<file path="config.mk">
export PLATFORM = sky130hd
export DESIGN_NAME = cnms_ctrl
export DESIGN_NICKNAME = d
export VERILOG_FILES = /design/src/hdl/canny_edge_nms_3x3_top_assert.svh /design/src/hdl/cnms_pkg.sv /design/src/hdl/cnms_ctrl.sv
export SDC_FILE = /design/constraint.sdc
export NUM_CORES = 1
export LEC_CHECK = 0
export ABC_AREA = 0
export BUFFER_PORTS_ARGS = -buffer_cell sky130_fd_sc_hd__buf_2
export CORE_AREA = 5 5 42 44
export CTS_BUF_LIST = sky130_fd_sc_hd__clkbuf_4 sky130_fd_sc_hd__clkbuf_8 sky130_fd_sc_hd__clkbuf_16
export CTS_CLUSTER_DIAMETER = 150
export DETAILED_ROUTE_END_ITERATION = 16
export DIE_AREA = 0 0 47 49
export MAX_ROUTING_LAYER = met4
export SYNTH_ARGS = -nofsm -noshare
export SYNTH_HDL_FRONTEND = slang
export SYNTH_SLANG_ARGS = --single-unit
</file>
<file path="constraint.sdc">
create_clock -name aclk -period 0.85 [get_ports aclk]
set_input_delay 0.1275 -clock aclk [delete_from_list [all_inputs] [get_ports aclk]]
set_output_delay 0.1275 -clock aclk [all_outputs]
set_load 0.02 [all_outputs]
</file>
<file path="src/hdl/canny_edge_nms_3x3_top_assert.svh">
// assertion macros for the canny edge nms block
// used by the top level only, no other dependencies
`ifndef CANNY_EDGE_NMS_3X3_TOP_ASSERT_SVH
`define CANNY_EDGE_NMS_3X3_TOP_ASSERT_SVH

// same-cycle implication
`define CNMS_ASSERT_NOW(label, clk, rstn, ante, cons, msg) \
    label: assert property (@(posedge clk) disable iff (!(rstn)) (ante) |-> (cons)) \
        else $error(msg);

// next-cycle implication
`define CNMS_ASSERT_NEXT(label, clk, rstn, ante, cons, msg) \
    label: assert property (@(posedge clk) disable iff (!(rstn)) (ante) |=> (cons)) \
        else $error(msg);

`endif

</file>
<file path="src/hdl/cnms_pkg.sv">
// shared types and constants for the canny edge nms block
// no dependencies
package cnms_pkg;

    localparam int PIX_W      = 8;
    localparam int WREG_W     = 12;
    localparam int HREG_W     = 13;
    localparam int CFG_W      = 13;
    localparam int CFG_IDX_W  = 2;
    localparam int SUM_W      = 21;
    localparam int ROOT_W     = 8;
    localparam int MIN_DIM    = 8;
    localparam int MAX_HEIGHT = 4096;

    localparam logic [CFG_IDX_W-1:0] REG_FRAME_WIDTH  = 2'd0;
    localparam logic [CFG_IDX_W-1:0] REG_FRAME_HEIGHT = 2'd1;

    localparam logic [WREG_W-1:0] WIDTH_RESET  = 12'd640;
    localparam logic [HREG_W-1:0] HEIGHT_RESET = 13'd480;

    typedef struct packed {
        logic ld_in;
        logic blur;
        logic sobel;
        logic sq_a;
        logic sq_b;
        logic root_start;
        logic emit;
    } cmd_t;

    typedef struct packed {
        logic drain;
        logic out_hold;
        logic root_done;
    } stat_t;

endpackage

</file>
<file path="src/hdl/cnms_ctrl.sv">
// controller state machine, steps one word through the datapath
// depends on cnms_pkg
module cnms_ctrl (
    input  logic            aclk,
    input  logic            aresetn,
    input  logic            s_tvalid,
    input  logic            flush,
    output logic            s_tready,
    input  cnms_pkg::stat_t stat,
    output cnms_pkg::cmd_t  cmd
);
    import cnms_pkg::*;

    typedef enum logic [2:0] {
        S_IDLE, S_BLUR, S_SOBEL, S_SQA, S_SQB, S_ROOT_GO, S_ROOT, S_EMIT
    } state_t;

    state_t state_reg, state_next;

    always_comb begin
        cmd        = '0;
        state_next = state_reg;
        unique case (state_reg)
            S_IDLE: begin
                cmd.ld_in = s_tvalid && !(flush && !stat.drain);
                if (cmd.ld_in) state_next = S_BLUR;
            end
            S_BLUR: begin
                cmd.blur   = 1'b1;
                state_next = S_SOBEL;
            end
            S_SOBEL: begin
                cmd.sobel  = 1'b1;
                state_next = S_SQA;
            end
            S_SQA: begin
                cmd.sq_a   = 1'b1;
                state_next = S_SQB;
            end
            S_SQB: begin
                cmd.sq_b   = 1'b1;
                state_next = S_ROOT_GO;
            end
            S_ROOT_GO: begin
                cmd.root_start = 1'b1;
                state_next     = S_ROOT;
            end
            S_ROOT: begin
                if (stat.root_done) state_next = S_EMIT;
            end
            S_EMIT: begin
                cmd.emit = !stat.out_hold;
                if (cmd.emit) state_next = S_IDLE;
            end
            default: state_next = S_IDLE;
        endcase
    end

    always_ff @(posedge aclk) begin
        if (!aresetn) begin
            state_reg <= S_IDLE;
        end else begin
            state_reg <= state_next;
        end
    end

    assign s_tready = (state_reg == S_IDLE);

endmodule

</file>
==> run_results.csv, run 1 <==
group,metric,value,unit
status,status,"finished with violations",
status,violations,"negative setup slack",
yosys,ys_seq_area_frac,0.255,
detailed_routing,vias,274,
floorplanning,core-area,1400,sq um
global_route,grt_max_degree,8,
global_route,overflow,0,
critical_path,cp-end-kind,"primary output",
hold_path,hold_path.class,"in2reg",
floorplanning,pin_count,15,
critical_path,critPathMostFrequentCell,"buf_6",
yosys,synth_top_area_share,0.255,
sta,grt_setup_unrepaired,"yes",
job,drv_cap,0,
detailed_routing,wl,683,um
critical_path,critPathLaunchType,"flop",
sta,worstMarginPinSlew,252,ps
final_layout,finalInstanceArea,548,sq um
detailed_routing,drcViolationCount,0,
floorplanning,fp.dieH,49,um
clocking,root_buffer,"clkbuf_4",
floorplanning,dieArea,2300,sq um
critical_path,required,720,ps
yosys,synth_nets,32,
critical_path,critPathMaxStageDelay,330,ps
critical_path,ff2ff_path_depth,3,
clocking,clock_sinks,3,
detailed_routing,ant_nets,0,
power_and_ir_drop,ir_worst_vdd,796,uV
sta,hold_viol,0,
clocking,clock_path_buffers,2,
place,placed_area,387,sq um
power_and_ir_drop,power.total,0.731,mW
yosys,synthMostInstantiatedCell,"nor3b_1",
yosys,synth_edf_count,0,
yosys,synth_seq_cells,3,
final_layout,largest_reg_flops,3,
yosys,ys_top_cells_by_count,"nor3b_1, dfxtp_1, and3b_1, buf_6",
critical_path,worstSetupPathType,"reg2out",
yosys,async_flop_share,0,
yosys,synthesis.area,235,sq um
detailed_routing,drtPass1Iterations,1,
yosys,syn_inst,25,
critical_path,r2r_start,"state_reg[2]",
detailed_routing,routedWlPerCell,9.90,um
clocking,htree_levels,1,
detailed_routing,drt-initial-drc-count,0,
yosys,synth.avg_cell_area,9.41,sq um
sta,fin_crit_sh,1.41,
final_layout,area_growth_syn_to_layout,133,%
clocking,clk_pin_slew_worst_paths,30,ps
final_layout,drive_gt1_frac,0.887,
critical_path,rr_endpoint,"state_reg[0]",
clocking,cts_buffers,3,
yosys,yosysUniqueCellTypes,18,
power_and_ir_drop,power-per-cell-area,1330,nW/um^2
yosys,synth_ff_type,"dfxtp_1",
clocking,clk_latency,230,ps
floorplanning,start_util,0.168,
sta,setup_tns,-2780,ps
yosys,yosysTopAreaCell,"dfxtp_1",
sta,clock.fmax,834,MHz
place,port_buffers,14,
final_layout,nNetsFinal,61,
global_route,antenna_found_initial,0,
power_and_ir_drop,leakage,0.276,nW
place,dp.final_hpwl,488,um
clocking,cts_hold_buf,0,
floorplanning,die_w,47,um
critical_path,crit_slowest_cell,"dfxtp_2",
yosys,yosys_warnings,0,
global_route,track_usage,0.0730,
place,place_ws,-271,ps
critical_path,crit_path_end,"cmd[6]",
floorplanning,num_rows,14,
place,place.gp.congestion,0.728,
yosys,yosys-top-cells-area,"dfxtp_1, nor3b_1, buf_6",
sta,finalMaxSlewViolations,0,
sta,finalClockSkew,4.19,ps
critical_path,worstPathMaxFanout,5,
clocking,cts_tree,"built",
sta,slew_headroom,0.831,
sta,period_minus_slack,1200,ps
sta,layout_setup_ws,-349,ps
final_layout,antenna-diode-count,0,
critical_path,worstSetupStartpoint,"state_reg[0]",
critical_path,crit_chain,"buf_6 -> nor3_4 -> and2_4 -> buf_6",
global_route,grt_pass1_vias,295,
critical_path,r2r_slack,-130,ps
critical_path,cp.arrival,1070,ps
sta,finalSetupViolCount,10,
detailed_routing,via_per_inst,3.97,
global_route,grt_pass1_wl,1160,um
==> worst min path at each step <==
stage                 start            to  slack [ps]  cells past startpoint
CTS                 aresetn  state_reg[0]         150                      2
finish              aresetn  state_reg[1]         150                      3
global route        aresetn  state_reg[1]         130                      3
floorplan           aresetn  state_reg[1]         270                      2
detailed placement  aresetn  state_reg[0]         400                      2
global placement    aresetn  state_reg[1]         400                      3
==> power breakdown <==
group / switching [mW] / internal [mW] / total [mW]
clock network: 0.0684 / 0.207 / 0.276
logic: 0.115 / 0.162 / 0.277
registers: 0.0239 / 0.154 / 0.178
total: 0.207 / 0.524 / 0.731
==> metal layers <==
metal | wire length [um] | global-route usage
met5 | 0 | -
met4 | 0 | 0.0415
met1 | 274 | 0.0771
met3 | 55 | 0.0369
met2 | 353 | 0.106
==> cells by family (layout without fill, tap and decap cells) <==
family,Yosys count,after routing,share of synthesized area
compound gates,6,6,0.197
buf+inv,4,32,0.144
flops,3,3,0.255
simple gates,12,12,0.404
==> layout make-up <==
type                            instances  area, sq um
Fill cell                             149          853
Timing Repair Buffer                   27          233
Clock buffer                            4         30.0
Multi-Input combinational cell         18          193
Tap cell                               16         20.0
Inverter                                1         3.75
Sequential cell                         3         68.8
==> cells in the final DEF (no fill, tap or decap), drive strengths merged <==
cell type | Yosys | routed
a21boi | 1 | 1
a21oi | 1 | 1
a31oi | 1 | 1
and2 | 1 | 1
and3b | 2 | 2
buf | 3 | 27
clkbuf | 0 | 4
dfxtp | 3 | 3
inv | 1 | 1
nand2 | 2 | 2
nor2 | 1 | 1
nor3 | 1 | 1
nor3b | 5 | 5
o21ai | 1 | 1
o22ai | 1 | 1
o311a | 1 | 1
==> worst max-delay path: cells and delay by family (launching register included) <==
kind                   cells  cell delay (ps)
buffers and inverters      2              240
DFF                        1              330
and+or+nand+nor            2              280
==> what timing repair did <==
item                                    CTS  global route
endpoints found under the setup margin   11            11
resized for setup                        26             5
pin swaps                                 7             4
setup buffers                             4             2
==> through the flow <==
step                hold WS [ps]  instances   util
floorplan                    266         25      -
global placement             398         60  0.276
detailed placement           404         60  0.276
CTS                          152         67  0.369
global route                 129         69  0.391
finish                       147         69  0.391
No activity file was read; power rests on OpenSTA's default activity.
==> inputs of run 2 (changes only) <==
--- a/config.mk
+++ b/config.mk
@@ -13,6 +13,7 @@
 export DETAILED_ROUTE_END_ITERATION = 16
 export DIE_AREA = 0 0 47 49
 export MAX_ROUTING_LAYER = met4
+export SKIP_CTS_REPAIR_TIMING = 1
 export SYNTH_ARGS = -nofsm -noshare
 export SYNTH_HDL_FRONTEND = slang
 export SYNTH_SLANG_ARGS = --single-unit
==> run_results.csv, run 2 (synthesized netlist as in run 1, its figures left out) <==
group,metric,value,unit
power_and_ir_drop,p_int,0.514,mW
hold_path,hold_path.class,"in2reg",
clocking,cts_tree,"built",
clocking,root_buffer,"clkbuf_4",
final_layout,finalNonFillerCells,67,
final_layout,nNetsFinal,59,
global_route,track_usage,0.0614,
power_and_ir_drop,leakage,0.261,nW
floorplanning,dieArea,2300,sq um
critical_path,critPathLaunchType,"flop",
power_and_ir_drop,p_comb_frac,0.368,
place,place.gp.congestion,0.728,
power_and_ir_drop,pwr-share-clk,0.385,
detailed_routing,ant_nets,0,
sta,finalMaxSlewViolations,0,
sta,finalSetupViolCount,10,
global_route,grt_max_degree,10,
final_layout,area_growth_syn_to_layout,119,%
floorplanning,core-area,1400,sq um
final_layout,largest_reg_flops,3,
final_layout,seqCellArea,71.3,sq um
final_layout,antenna-diode-count,0,
place,place_ws,-271,ps
sta,layout_setup_ws,-361,ps
sta,period_minus_slack,1210,ps
power_and_ir_drop,ir_worst_vdd,779,uV
clocking,cts_buffers,3,
critical_path,worstSetupPathType,"reg2out",
sta,clock.fmax,826,MHz
critical_path,critPathMostFrequentCell,"buf_6",
floorplanning,pin_count,15,
critical_path,required,720,ps
detailed_routing,wl,667,um
floorplanning,start_util,0.168,
final_layout,multiInputGateArea,180,sq um
clocking,clk_pin_slew_worst_paths,30,ps
status,status,"finished with violations",
power_and_ir_drop,seqPwrFrac,0.247,
critical_path,worstPathMaxFanout,5,
clocking,clock_sinks,3,
global_route,grt_pass1_wl,993,um
detailed_routing,via_per_inst,4.00,
global_route,antenna_found_initial,0,
final_layout,fillers,153,
critical_path,critPathMaxStageDelay,350,ps
final_layout,drive_gt1_frac,0.824,
final_layout,layout.cells.most_common_list,"buf_6, buf_4, buf_2",
power_and_ir_drop,power.total,0.714,mW
detailed_routing,vias,268,
final_layout,layout.cells.most_common,"buf_6",
sta,timing.hold.ws,163,ps
detailed_routing,routedWlPerCell,9.96,um
power_and_ir_drop,p_sw,0.200,mW
sta,slew_headroom,0.831,
critical_path,crit_slowest_cell,"dfxtp_4",
global_route,overflow,0,
sta,fin_crit_sh,1.42,
place,post-place-cells,60,
floorplanning,num_rows,14,
sta,worstMarginPinSlew,251,ps
critical_path,crit_chain,"buf_6 -> nor3_4 -> and2_4 -> buf_6",
floorplanning,fp.dieH,49,um
critical_path,cp.arrival,1080,ps
sta,hold_viol,0,
sta,grt_setup_unrepaired,"yes",
global_route,grt_pass1_vias,270,
place,dp.final_hpwl,488,um
floorplanning,die_w,47,um
power_and_ir_drop,power-per-cell-area,1380,nW/um^2
clocking,clock_path_buffers,2,
clocking,htree_levels,1,
detailed_routing,drcViolationCount,0,
job,drv_cap,0,
place,port_buffers,14,
sta,finalClockSkew,4.53,ps
status,violations,"negative setup slack",
critical_path,cp-end-kind,"primary output",
detailed_routing,drt-initial-drc-count,1,
power_and_ir_drop,switching_share,0.280,
detailed_routing,drtPass1Iterations,2,
clocking,clk_latency,230,ps
==> run 2: cell count changes in the layout (fill, tap and decap cells not counted), sizes merged <==
cell and delta:
buf -2
==> run 2: worst max-delay path, delay by kind of cell, from the launching register on <==
kind / cells / cell delay, ps
DFF: 1 / 350
buffers and inverters: 2 / 240
and+or+nand+nor: 2 / 280
==> run 2: cell type report <==
| cell class | count | area share |
|---|---|---|
| Timing Repair Buffer | 25 | 0.408 |
| Multi-Input combinational cell | 18 | 0.350 |
| Sequential cell | 3 | 0.138 |
| Clock buffer | 4 | 0.0583 |
| Tap cell | 16 | 0.0388 |
| Inverter | 1 | 0.00728 |
==> run 2: metrics by stage <==
stage	instance area (sq um)	utilization	TNS [ps]
detailed placement	387	0.276	-1940
CTS	417	0.297	-4050
finish	515	0.368	-2690
global placement	387	0.276	-1820
floorplan	270	-	-837
global route	515	0.368	-3320
==> run 2: worst paths after layout <==
kind | to | slack [ps] | cells after the start | from
min reg2reg | state_reg[1] | 600 | 2 | state_reg[0]
max | cmd[6] | -360 | 4 | state_reg[0]
max reg2reg | state_reg[0] | -140 | 3 | state_reg[2]
min | state_reg[0] | 160 | 2 | aresetn
==> run 2: power groups by stage <==
stage / clock network (mW) / logic (mW) / registers, mW
finish: 0.275 / 0.262 / 0.177
global placement: 0 / 0.199 / 0.177
floorplan: 0 / 0.153 / 0.161
detailed placement: 0 / 0.199 / 0.178
CTS: 0.292 / 0.200 / 0.176
global route: 0.319 / 0.281 / 0.178
==> run 2: layer usage <==
layer | wire [um] | global-route usage
met2 | 340 | 0.0814
met3 | 44 | 0.0369
met5 | 0 | -
met1 | 282 | 0.0661
met4 | 0 | 0.0415
